$ cat src/hdl/hpt_pkg.sv
`default_nettype none
package hpt_pkg;

    localparam int COORD_W       = 32;
    localparam int COEF_W        = 32;
    localparam int FRAC_BITS_DEF = 16;
    localparam int CFG_W         = 64;
    localparam int CFG_N         = 8;
    localparam int CFG_IDX_W     = 4;
    localparam int PROD_W        = COEF_W + COORD_W;
    localparam int ACC_W         = PROD_W + 2;
    localparam int DMW           = ACC_W - 1;
    localparam int QB            = COORD_W + 1;

    localparam logic [CFG_IDX_W-1:0] IDX_R3_C01 = CFG_IDX_W'(6);
    localparam logic [CFG_IDX_W-1:0] IDX_R3_C23 = CFG_IDX_W'(7);

    typedef logic [CFG_N-1:0][CFG_W-1:0] t_cfg;

    typedef struct packed {
        logic signed [COORD_W-1:0] point_x;
        logic signed [COORD_W-1:0] point_y;
        logic signed [COORD_W-1:0] point_z;
    } t_in;

    typedef struct packed {
        logic signed [COORD_W-1:0] out_x;
        logic signed [COORD_W-1:0] out_y;
        logic signed [COORD_W-1:0] out_z;
        logic                      w_zero;
        logic                      overflowed;
    } t_out;

    typedef struct packed {
        logic [DMW-1:0] rem;
        logic [QB-1:0]  sh;
        logic           neg;
        logic           big;
    } t_div_lane;

    typedef struct packed {
        t_div_lane [2:0] lane;
        logic [DMW-1:0]  dvs;
        logic            wz;
    } t_div_beat;

    function automatic t_cfg cfg_reset(input int frac);
        t_cfg v;
        logic [COEF_W-1:0] one;
        one = COEF_W'(1) << frac;
        v = '0;
        v[0] = CFG_W'(one);
        v[2] = {one, {COEF_W{1'b0}}};
        v[5] = CFG_W'(one);
        v[7] = {one, {COEF_W{1'b0}}};
        return v;
    endfunction

endpackage
`default_nettype wire

$ cat src/hdl/hpt_div_cell.sv
`default_nettype none
module hpt_div_cell import hpt_pkg::*; (
    input  wire logic      i_clk,
    input  wire logic      i_rst_n,
    input  wire logic      i_valid,
    output logic           o_ready,
    input  wire t_div_beat i_beat,
    output logic           o_valid,
    input  wire logic      i_ready,
    output t_div_beat      o_beat
);

    logic      r_v;
    logic      adv;
    t_div_beat r_beat, n_beat;

    assign adv     = ~r_v | i_ready;
    assign o_ready = adv;
    assign o_valid = r_v;
    assign o_beat  = r_beat;

    always_comb begin
        logic [DMW:0] trial;
        logic [DMW:0] diff;
        logic         ge;
        n_beat = i_beat;
        for (int c = 0; c < 3; c++) begin
            trial = {i_beat.lane[c].rem, i_beat.lane[c].sh[QB-1]};
            diff  = trial - {1'b0, i_beat.dvs};
            ge    = trial >= {1'b0, i_beat.dvs};
            n_beat.lane[c].rem = ge ? diff[DMW-1:0] : trial[DMW-1:0];
            n_beat.lane[c].sh  = {i_beat.lane[c].sh[QB-2:0], ge};
        end
    end

    always_ff @(posedge i_clk) begin
        if (!i_rst_n) begin
            r_v <= 1'b0;
        end else if (adv) begin
            r_v <= i_valid;
        end
    end

    always_ff @(posedge i_clk) begin
        if (adv) begin
            r_beat <= n_beat;
        end
    end

endmodule
`default_nettype wire

$ cat config.mk
export PLATFORM = sky130hd
export DESIGN_NAME = hpt_div_cell
export DESIGN_NICKNAME = d
export VERILOG_FILES = /design/src/hdl/hpt_pkg.sv /design/src/hdl/hpt_div_cell.sv
export SDC_FILE = /design/constraint.sdc
export NUM_CORES = 1
export LEC_CHECK = 0
export BUFFER_PORTS_ARGS = -buffer_cell sky130_fd_sc_hd__buf_2
export CELL_PAD_IN_SITES_DETAIL_PLACEMENT = 0
export CELL_PAD_IN_SITES_GLOBAL_PLACEMENT = 2
export CORE_ASPECT_RATIO = 1.4
export CORE_MARGIN = 2
export CORE_UTILIZATION = 29
export CTS_CLUSTER_DIAMETER = 150
export CTS_CLUSTER_SIZE = 25
export DETAILED_ROUTE_END_ITERATION = 6
export MAX_ROUTING_LAYER = met4
export PLACE_DENSITY_LB_ADDON = 0.1
export SLEW_MARGIN = 40
export SYNTH_ARGS = -nofsm -noshare
export SYNTH_HDL_FRONTEND = slang
export SYNTH_SLANG_ARGS = --single-unit
export TNS_END_PERCENT = 1
$ cat constraint.sdc
create_clock -name i_clk -period 10.8 [get_ports i_clk]
set_input_delay 0.54 -clock i_clk [delete_from_list [all_inputs] [get_ports i_clk]]
set_output_delay 0.54 -clock i_clk [all_outputs]
set_load 0.02 [all_outputs]
# Word-level counts from Yosys, hierarchy flattened
# Cells that the tools add are included.
# classes
magnitude_cmp,3
n_addsub,3
bitwise,2
mux,3
# op_table
op,n
>= comparator 66 x 65 -> 1 bit,3
2-to-1 mux 65 bit,3
subtractor 65 bit,3
inverter 1 bit,1
bitwise OR 1 bit,1
# word_totals
register_bits,367
elab_cells,26
out_inout_bits,368

# Logic depth before layout (Yosys ltp)
# logic_depth
depth_word,2
mapped_depth,17
mapped_depth_nobuf,15

# Least setup slack after synthesis
# OpenSTA, ideal clock, no wires.
# synth_timing
kind,in2reg
from,input i_ready
to,register r_v (netlist: o_valid)
path_stages,2
t_arrival_ns,10.187
required_time_ns,10.265
slack_ns,0.078
cell_sequence,nand2b_1 > a21boi_0
# synth_via
elab_chain_cells,1
# synth_rtl
element,line_no,source
from (decl),hpt_div_cell.sv:9,"input wire logic i_ready,"
bitwise OR 1 bit,hpt_div_cell.sv:17,assign adv = ~r_v | i_ready;
to (signal assigned),hpt_div_cell.sv:40,r_v <= i_valid;
to (decl),hpt_div_cell.sv:13,logic r_v;
# No other way between the ends.
# A chain may end at the register's enable or synchronous reset.

==> summary.md <==
| Metric | Value |
|---|---|
| Status | completed |
| Pre-Repair DR Iteration Count | 5 |
| Initial antenna violation count | 23 |
| Synth area leaders | edfxtp_1 44%, ha_1 9.8%, a21oi_1 5.4% |
| Nature of the critical path startpoint | input pin |
| Finish-stage setup viols | 0 |
| Post-synth top area cell | edfxtp_1 |
| Synth cell count leaders | 366 x edfxtp_1, 271 x a21oi_1, 225 x nand2_1 |
| Max_cap viols | 0 |
| Most numerous cell in the Yosys netlist | edfxtp_1 |
| R2R Setup Slk | 7.94 ns |
| Share of cells above drive strength 1 | 27.9% |
| RSZ-0062 raised after global routing | false |
| Placed instance area | 29800 sq um |
| Crit path time final | 5.04 ns |
| First-pass GRT wire length | 157 mm |
| Fin crit share | 46.7% |
| Worst-case clock buffer depth | 3 |
| Tot Pwr | 4390 uW |
| Warnings, synthesis | 0 |
| Total grt overflow | 0 |
| Register bit total from synthesis | 367 |
| Number of global-route vias before repair | 22.2k |
| Launching point of the worst reg2reg path | o_valid$_SDFFE_PN0P_ |
| Crit end category | flop |
| Multi-input logic area | 13100 sq um |
| Synth Instances | 2472 |
| Count of cell types in the netlist | 81 |
| Setup Crit Path Kind | input pin to flop |
| Drc violations | 0 |
| Clock-pin slew on the worst setup and hold paths | 0.12 ns |
| Nets | 3718 |
| Largest net degree at the start of global routing | 156 |
| Syn Area/Cell | 10.1 sq um |
| Hold buffer count at cts | 0 |
| Fill count | 8851 |
| Worst slew pin tran | 0.802 ns |
| Hold endpoint | o_beat[194]$_DFFE_PP_ |
| Final WS setup | 5.76 ns |
| Antenna viol nets, final | 0 |
| Setup repair bufs after CTS | 0 |
| Register area | 11000 sq um |
| Rel. slew slack | 45.9% |
| Place WS | 5.13 ns |
| Critical path data arrival time | 5.39 ns |
| Fin. Hold Viols | 0 |
| Post-Syn Nets | 3040 |
| Rows | 127 |
| Async set-reset flop share out of synthesis | 0% |
| Clock Skew | 0.0237 ns |
| Initial drt markers | 1299 |
| Initial core utilization | 29.3% |
| Pwr/cell area | 144 nW/um^2 |
| Worst r2r path cells | 5 |
| EDFF count, synth | 366 |
| Area of the mapped netlist | 25000 sq um |
| Leak | 0.0135 uW |
| Req. time, crit path | 11.15 ns |
| FMAX | 198 MHz |
| Die height | 352 um |
| CTS sink count | 367 |
| DP HPWL | 94.8 mm |
| Slew Viols, Final | 0 |
| Clk Latency, worst-skew pair | 0.60 ns |
| # IOs | 738 |
| Routability cong. | 0.905 |
| Vias per cell | 5.19 |
| Full die area | 88700 sq um |
| Main synth FF type | edfxtp_1 |
| Register area share after synthesis | 44.0% |
| TritonCTS clock tree | yes |
| Depth of the worst hold-timing path | 1 |
| Area Growth Syn to Fin | 21.6% |
| TritonCTS buffer count | 18 |
| Total routed wirelength | 112 mm |
| CTS H-tree depth | 1 |
| Design area | 30400 sq um |
| Max VDD drop | 114 uV |
| Worst Hold Class | input pin to flop |
| Area fraction of the dominant cell type after synthesis | 43.9% |
| All-Layer GR Usage | 25.0% |
| Reg-to-Reg End | o_beat[20]$_DFFE_PP_ |
| Setup TNS | 0 ns |
| Via count | 22.1k |
| Hold Path Origin | i_beat[193] |
| Post-CTS sizing | 0 |
| Drt wl/cell | 26.3 um |
| Port Buffers | 737 |
| Die W | 252 um |
| Core box area | 85500 sq um |
| Worst-path fanout max | 68 |
| Root Driver | clkbuf_16 |
## per-stage QoR
step	cells	hold WS [ns]	util [%]
4_1_cts	4245	0.0776	35.5
5_1_grt	4256	0.0974	35.6
3_3_place_gp	4223	0.718	34.9
2_1_floorplan	2472	0.639	-
3_5_place_dp	4224	0.718	34.9
6_report	4259	0.124	35.6
## metal layers
layer	GRT usage [%]	share of wire (%)	up-vias	routed length, um
met5	-	0	-	0
met2	47.5	54	777	60800
met3	3.40	5.2	94	5870
li1	-	-	10600	-
met1	27.2	38	10700	42700
met4	5.98	2.5	0	2770
## critical path: stages
cell and delay [ns]:
buf_2 0.14, ha_1 0.17, inv_1 0.05, fa_1 0.41, a21o_1 0.18, a21oi_1 0.22, o21ai_0 0.35, a31oi_1 0.59
nor2_2 0.19, o21ai_2 0.27, o31ai_2 0.19, a31oi_4 0.29, buf_4 0.44, buf_4 0.58, inv_2 0.32, mux2_1 0.38
## power breakdown
group	internal, uW	leakage [uW]	switching, uW
clock network	319	0.000240	493
logic	602	0.00950	1090
registers	1820	0.00380	67.0
## state kept, by name, indices dropped and copies added, names as in the netlist
register / cells
o_valid: 1
o_beat: 366
## final cells by class
class / instances / area share, %
tap: 1096 / 4.51
clock inverter: 2 / 0.0411
clock buffer: 19 / 1.56
antenna: 12 / 0.0987
multi-input combinational: 1883 / 43.2
inverter: 128 / 1.59
sequential: 367 / 36.2
timing repair buffer: 752 / 12.8
## how the worst max path moves through the flow
stage	startpoint	endpoint	slack, ns	depth (start not counted)
floorplan	i_ready	o_valid$_SDFFE_PN0P_	0.08	2
global placement	i_beat[16]	o_beat[232]$_DFFE_PP_	5.14	15
detailed placement	i_beat[16]	o_beat[232]$_DFFE_PP_	5.13	15
CTS	i_beat[1]	o_beat[232]$_DFFE_PP_	5.77	16
global route	i_beat[1]	o_beat[208]$_DFFE_PP_	5.30	16
finish	i_beat[1]	o_beat[208]$_DFFE_PP_	5.76	16
## kinds of logic (layout without fill, tap and decap cells)
kind of cell	after synthesis	after routing	synth area share, %
simple gates	633	633	11.6
other cells	0	12	0
buf+inv	222	901	3.63
fa+ha+maj	198	198	9.99
compound gates	784	784	19.7
flops	367	367	44.0
mux	87	87	4.76
xor+xnor	181	181	6.34
## cells in the final DEF, fill, tap and decap left out, types with 7 or more instances in the layout
master	synthesis	routed
a211oi_1	21	21
a21boi_0	15	15
a21o_1	103	103
a21oi_1	271	271
a221oi_1	7	7
a31oi_1	22	21
a41oi_1	9	9
and2_1	12	12
and3_1	16	16
buf_2	15	737
buf_4	2	8
clkbuf_16	0	19
diode_2	0	12
edfxtp_1	366	366
ha_1	195	195
inv_1	126	126
mux2_1	7	7
mux2_2	17	17
mux2_4	58	58
nand2_1	225	225
nand2b_1	21	20
nand3_1	47	47
nand4_1	51	51
nor2_1	172	172
nor2b_1	17	17
nor3_1	31	31
nor4_1	12	11
o211ai_1	14	14
o21a_1	23	23
o21ai_0	170	169
o21bai_1	34	34
o221ai_1	8	8
o31ai_1	13	13
or3_1	9	9
xnor2_1	103	103
xor2_1	78	78
Power figures use the tool's default switching activity.
