### src/hdl/hpt_pkg.sv
`default_nettype none
package hpt_pkg;

    localparam int COORD_W       = 32;
    localparam int COEF_W        = 32;
    localparam int FRAC_BITS_DEF = 16;
    localparam int CFG_W         = 64;
    localparam int CFG_N         = 8;
    localparam int CFG_IDX_W     = 4;
    localparam int PROD_W        = COEF_W + COORD_W;
    localparam int ACC_W         = PROD_W + 2;
    localparam int DMW           = ACC_W - 1;
    localparam int QB            = COORD_W + 1;

    localparam logic [CFG_IDX_W-1:0] IDX_R3_C01 = CFG_IDX_W'(6);
    localparam logic [CFG_IDX_W-1:0] IDX_R3_C23 = CFG_IDX_W'(7);

    typedef logic [CFG_N-1:0][CFG_W-1:0] t_cfg;

    typedef struct packed {
        logic signed [COORD_W-1:0] point_x;
        logic signed [COORD_W-1:0] point_y;
        logic signed [COORD_W-1:0] point_z;
    } t_in;

    typedef struct packed {
        logic signed [COORD_W-1:0] out_x;
        logic signed [COORD_W-1:0] out_y;
        logic signed [COORD_W-1:0] out_z;
        logic                      w_zero;
        logic                      overflowed;
    } t_out;

    typedef struct packed {
        logic [DMW-1:0] rem;
        logic [QB-1:0]  sh;
        logic           neg;
        logic           big;
    } t_div_lane;

    typedef struct packed {
        t_div_lane [2:0] lane;
        logic [DMW-1:0]  dvs;
        logic            wz;
    } t_div_beat;

    function automatic t_cfg cfg_reset(input int frac);
        t_cfg v;
        logic [COEF_W-1:0] one;
        one = COEF_W'(1) << frac;
        v = '0;
        v[0] = CFG_W'(one);
        v[2] = {one, {COEF_W{1'b0}}};
        v[5] = CFG_W'(one);
        v[7] = {one, {COEF_W{1'b0}}};
        return v;
    endfunction

endpackage
`default_nettype wire

### src/hdl/hpt_round.sv
`default_nettype none
module hpt_round import hpt_pkg::*; (
    input  wire logic      i_clk,
    input  wire logic      i_rst_n,
    input  wire logic      i_valid,
    output logic           o_ready,
    input  wire t_div_beat i_beat,
    output logic           o_valid,
    input  wire logic      i_ready,
    output t_out           o_data
);

    localparam logic [QB:0] POS_LIM = (QB+1)'(1) << (COORD_W - 1);
    localparam logic [COORD_W-1:0] MAXV = {1'b0, {(COORD_W-1){1'b1}}};
    localparam logic [COORD_W-1:0] MINV = {1'b1, {(COORD_W-1){1'b0}}};

    logic r_v;
    logic adv;
    t_out r_data, n_data;

    assign adv     = ~r_v | i_ready;
    assign o_ready = adv;
    assign o_valid = r_v;
    assign o_data  = r_data;

    always_comb begin
        logic [COORD_W-1:0] res [3];
        logic [QB:0]        qm;
        logic [COORD_W-1:0] qn;
        logic               inc;
        logic               sat;
        logic               ovf;
        ovf = 1'b0;
        for (int c = 0; c < 3; c++) begin
            inc = {i_beat.lane[c].rem, 1'b0} >= {1'b0, i_beat.dvs};
            qm  = (QB+1)'(i_beat.lane[c].sh) + (QB+1)'(inc);
            qn  = -qm[COORD_W-1:0];
            sat = i_beat.lane[c].big ||
                  (i_beat.lane[c].neg ? (qm > POS_LIM) : (qm >= POS_LIM));
            if (sat) begin
                res[c] = i_beat.lane[c].neg ? MINV : MAXV;
            end else begin
                res[c] = i_beat.lane[c].neg ? qn : qm[COORD_W-1:0];
            end
            ovf = ovf | sat;
        end
        if (i_beat.wz) begin
            n_data = '0;
            n_data.w_zero = 1'b1;
        end else begin
            n_data.out_x      = res[0];
            n_data.out_y      = res[1];
            n_data.out_z      = res[2];
            n_data.w_zero     = 1'b0;
            n_data.overflowed = ovf;
        end
    end

    always_ff @(posedge i_clk) begin
        if (!i_rst_n) begin
            r_v <= 1'b0;
        end else if (adv) begin
            r_v <= i_valid;
        end
    end

    always_ff @(posedge i_clk) begin
        if (adv) begin
            r_data <= n_data;
        end
    end

endmodule
`default_nettype wire

### config.mk
export PLATFORM = sky130hd
export DESIGN_NAME = hpt_round
export DESIGN_NICKNAME = d
export VERILOG_FILES = /design/src/hdl/hpt_pkg.sv /design/src/hdl/hpt_round.sv
export SDC_FILE = /design/constraint.sdc
export NUM_CORES = 1
export LEC_CHECK = 0
export ABC_AREA = 1
export BUFFER_PORTS_ARGS = -buffer_cell sky130_fd_sc_hd__buf_2
export CAP_MARGIN = 20
export CORE_AREA = 2 2 180 182
export CTS_BUF_LIST = sky130_fd_sc_hd__clkbuf_16
export DETAILED_ROUTE_END_ITERATION = 7
export DIE_AREA = 0 0 182 184
export PLACE_DENSITY = 0.74
export RECOVER_POWER = 25
export SLEW_MARGIN = 20
export SYNTH_ARGS = -nofsm -noshare
export SYNTH_HDL_FRONTEND = slang
export SYNTH_SLANG_ARGS = --single-unit
### constraint.sdc
create_clock -name i_clk -period 5.15 [get_ports i_clk]
set_input_delay 1.03 -clock i_clk [delete_from_list [all_inputs] [get_ports i_clk]]
set_output_delay 1.03 -clock i_clk [all_outputs]
set_load 0.1 [all_outputs]
# After elaboration in Yosys (flattened, before gate mapping)
# Index checks and enable logic that the tools add are counted.
# W data, S select, Z words.
# totals
wordCells	41
register_bits	99
output_inout_bits	100
rom_bits	0
latch_bits	0
in_bits	370
ramBits	0
n_memories	0
# op_classes
shift	0
n_reduce_logical	3
mul	0
n_eq_ne	0
n_bitwise	4
n_addsub	6
n_lt_le_gt_ge	9
n_mux	13
div	0
# ops
op	n
$mux W32	9
$ge A66 B65 Y1	3
$add A33 B1 Y34	3
$ge A34 B32 Y1 const B	3
$gt A34 B32 Y1 const B	3
$neg A32 Y32	3
$logic_or A1 B1 Y1	3
$mux W1	3
$or A1 B1 Y1	3
$mux W2	1
$not A1 Y1	1

# Longest topological paths before layout
# depth
depth_word	8
mapped_depth	32
mapped_depth_nobuf	32

# Worst setup path after synthesis
# Ideal clock, no wire load.
# synth_timing
kind	input-to-output
startpoint	input i_ready
endpoint	output o_ready
n_path_buf	0
setup_slack_ns	0.363
arrival_time_ns	3.757
t_required_ns	4.120
stages	2
path_cell_list	inv_1 > nand2_1
# synth_between
elab_chain_cells	1
# synth_lines
element	line	text
start, declared	hpt_round.sv:9	input wire logic i_ready,
$or A1 B1 Y1	hpt_round.sv:21	assign adv = ~r_v | i_ready;
end, declared	hpt_round.sv:6	output logic o_ready,
# No other way between the ends.

# Final worst setup path
# layout_timing
startpoint	input i_beat[42] (netlist name)
endpoint	register r_data, in the netlist o_data[80] (data pin)
# layout_between
elab_chain_cells	6
word_cells_on_any_way	9
cone_classes	add/sub: 2; order compare: 3; mux: 3; reduce/logical: 1
# layout_lines
element	line	text
start, declared	hpt_round.sv:7	input wire t_div_beat i_beat,
$ge A66 B65 Y1 *	hpt_round.sv:35	inc = {i_beat.lane[c].rem, 1'b0} >= {1'b0, i_beat.dvs};
$add A33 B1 Y34 *	hpt_round.sv:36	qm = (QB+1)'(i_beat.lane[c].sh) + (QB+1)'(inc);
$ge A34 B32 Y1 / $gt A34 B32 Y1 (equally long branches)	hpt_round.sv:39	(i_beat.lane[c].neg ? (qm > POS_LIM) : (qm >= POS_LIM));
$mux W1	hpt_round.sv:39	
$logic_or A1 B1 Y1	hpt_round.sv:38	sat = i_beat.lane[c].big ||
$mux W32 *	hpt_round.sv:40	if (sat) begin
end signal, assigned	hpt_round.sv:69	r_data <= n_data;
end, declared	hpt_round.sv:19	t_out r_data, n_data;
# Every way passes the cells marked *; elsewhere a longest branch is shown, timed or not.
# A chain may end at the register's enable or synchronous reset.

==> summary.md <==
| Metric | Value |
|---|---|
| Fillers | 2967 |
| Count of final hold-check violations | 0 |
| Post-synth ARST share | 0% |
| Final Cell Area | 20200 um2 |
| Worst r2r dst | o_data[38] |
| # hold bufs at CTS | 0 |
| IO Pins | 470 |
| Mean post-synth cell area | 6.33 um2 |
| Share of cells above drive strength 1 | between 20% and 30% |
| Clock Pin Slew Worst Setup and Hold Paths | 70 ps |
| Slew margin rel. | 16.9% |
| ANT nets after route | 0 |
| Final setup fails | 0 |
| Area grow syn2layout | 35.2% |
| Initial drt markers | between 1000 and 1500 |
| Core region area | 31400 um2 |
| Minimum clock period | 4940 ps |
| Critical path data arrival time | 4970 ps |
| Pins Over Slew Limit | 0 |
| Antenna violations before repair | 21 |
| Router iterations before antenna repair | 5 |
| Power per standard cell area | 165 nW/um2 |
| Critical Path Start Type | primary input |
| Hold wc startpoint | i_valid |
| Clock skew | between 2 and 3 ps |
| Hold WC Path Type | in -> reg |
| CTS sink count | 99 |
| Die area | around 33000 um2 |
| CP Max Fanout | 17 |
| Clk Latency, worst-skew pair | 340 ps |
| Placement Setup Slack | -787 ps |
| # port buffers | 469 |
| Setup TNS | 0 ps |
| Setup crit start | i_beat[42] |
| Post-synth EDFFs | 98 |
| Crit path to | o_data[80] |
| WL final | around 56000 um |
| Routed via count | 18400 |
| Leak | 10.7 nW |
| Leading cell type in the layout, fill and taps excluded | nand2_1 |
| Die height | 184 um |
| Post-DP HPWL | 48400 um |
| Syn nets | roughly 2900 |
| Via density | 5.29 |
| Die width | approximately 180 um |
| DRC viols | 0 |
| CTS tree | done |
| Yosys cell types | 50 |
| Worst slew pin tran | 1250 ps |
| Pin count of the biggest net entering global routing | between 90 and 100 |
| Longest Clk Path Bufs | 2 |
| Worst reg2reg path depth | 2 |
| Worst Setup End Kind | flop |
| Cts bufs inserted | 9 |
| Yosys reg bits | 99 |
| CTS H-tree lvls | 3 |
| Dpl cells | 3448 |
| Cells after Synth | 2365 |
| Area after DPL | 19500 um2 |
| Non-Filler Instances | ~3500 |
| Final WS setup | between 200 and 250 ps |
| Vias in the first global route | 17700 |
| Sequential-to-total area share from yosys stat | 19.8% |
| Synth Warn # | 0 |
| Max Fclk | 202 MHz |
| Max Cap Viol | 0 |
| GRT Util Overall | 32.0% |
| Setup CP Type | in -> reg |
| Status | finished clean |
| Required time of the critical path | 5190 ps |
| Final nets | around 3600 |
| VDD IR-drop max | 169 uV |
| Final cycle utilization of the critical path | 95.9% |
| Main synth FF type | edfxtp_1 |
| R2R Path Start | o_valid |
| Synthesized cell area | between 10000 and 15000 um2 |
| Worst R2R Setup Slack | 2740 ps |
| Routed wire length per instance | ~16 um |
| Hold_ws | 941 ps |
| Commonest cells after routing, fill and taps aside | nand2_1, buf_2, inv_1, buf_4, nor2_1 |
| Site Rows | 65 |
| Initial Util | 47.7% |
| GRT overflow | 0 |
| Root Buffer Master | clkbuf_16 |
| First-pass GRT wire length | about 86000 um |
| Gpl congestion | 1.03 |
==> worst min-delay path by stage <==
stage                            end  cells after the start
after global placement       o_valid                      2
final                        o_valid                      3
after floorplan            o_data[1]                      0
after global routing         o_valid                      3
after detailed placement  o_data[76]                      1
after CTS                    o_valid                      2
==> final cells by class <==
cell class                 count  area (um2)  share of cell area, %
antenna                       15        37.5                  0.186
clock buffer                   9         225                   1.11
clock inverter                 7        42.5                  0.210
inverter                     312        1170                   5.80
multi-input combinational   1911       10900                   54.0
sequential                    99        2960                   14.7
tap                          402         503                   2.49
timing repair buffer         731        4360                   21.6
==> cell families after synthesis <==
logic type / synth area share (%)
AND/OR/NAND/NOR: 41.4
AO/OA/AOI/OAI: 10.9
flip-flops: 19.8
XOR/XNOR: 1.52
adder cells (fa/ha/maj): 16.8
buffers and inverters: 9.55
==> per-stage QoR <==
stage	power (mW)	util, %
finish	3.33	64.4
global placement	2.66	62.2
floorplan	2.13	-
detailed placement	2.70	62.2
CTS	3.31	63.1
global route	3.52	64.4
==> routing by layer <==
layer,vias to the layer above,global-route usage [%],wire length (um)
met5,-,0,101
met4,14,16.5,2910
met3,180,4.79,4040
met1,8215,37.6,22200
li1,9265,-,-
met2,772,56.7,27100
==> sequential cells by signal, summed over array words and instances, names as in the netlist <==
name / count
o_valid: 1
o_data: 98
==> synth_stat cells (8+ instances only) <==
cell type  number  area [um2]
a21oi_1       170         851
a21oi_2        10        87.6
clkbuf_1       19        71.3
edfxtp_1       98        2940
ha_1          201        2510
inv_1         299        1120
inv_2          11        41.3
nand2_1       724        2720
nand2_2        21         131
nand3_1       188         941
nand3b_1       30         225
nand4_1        72         450
nor2_1        265         995
nor2_2         22         138
nor2_4         16         180
nor3_1         14        70.1
nor4_1         12        75.1
o2111ai_1       8        70.1
o21ai_0        64         320
o21ai_1         9        45.0
xnor2_1        14         123
xor2_1         12         105
==> worst max-delay path: stages <==
cell       delay, ps
buf_2             80
inv_1             60
buf_4            150
ha_1             310
nand2_1          110
inv_1             60
nand3_1          100
a21oi_1           50
o21ai_0          160
o2111ai_1        160
a21oi_2          260
nand3_2          170
ha_1             250
ha_1             290
inv_1             80
ha_1             180
nand2_1           70
nor2_2           130
nand3_1          120
nor2_2           210
nand3_2          150
nor2_4           140
nand3_2          110
nand2_4          110
nand2_4           80
nand2_4          100
buf_12           150
a21oi_1           80
==> report_power, final <==
part / internal, mW / total (mW) / leakage, nW / switching [mW]
logic: 0.530 / 1.73 / 9.44 / 1.20
clock network: 0.326 / 0.608 / 0.131 / 0.282
registers: 0.967 / 0.996 / 1.10 / 0.0288
==> repair_timing <==
item	in CTS	in global routing
setup endpoints to repair	33	97
gates cloned	0	2
gates resized for setup	4	89
buffers inserted	0	5
pin swaps	1	34
No activity file was read; power rests on OpenSTA's default activity.
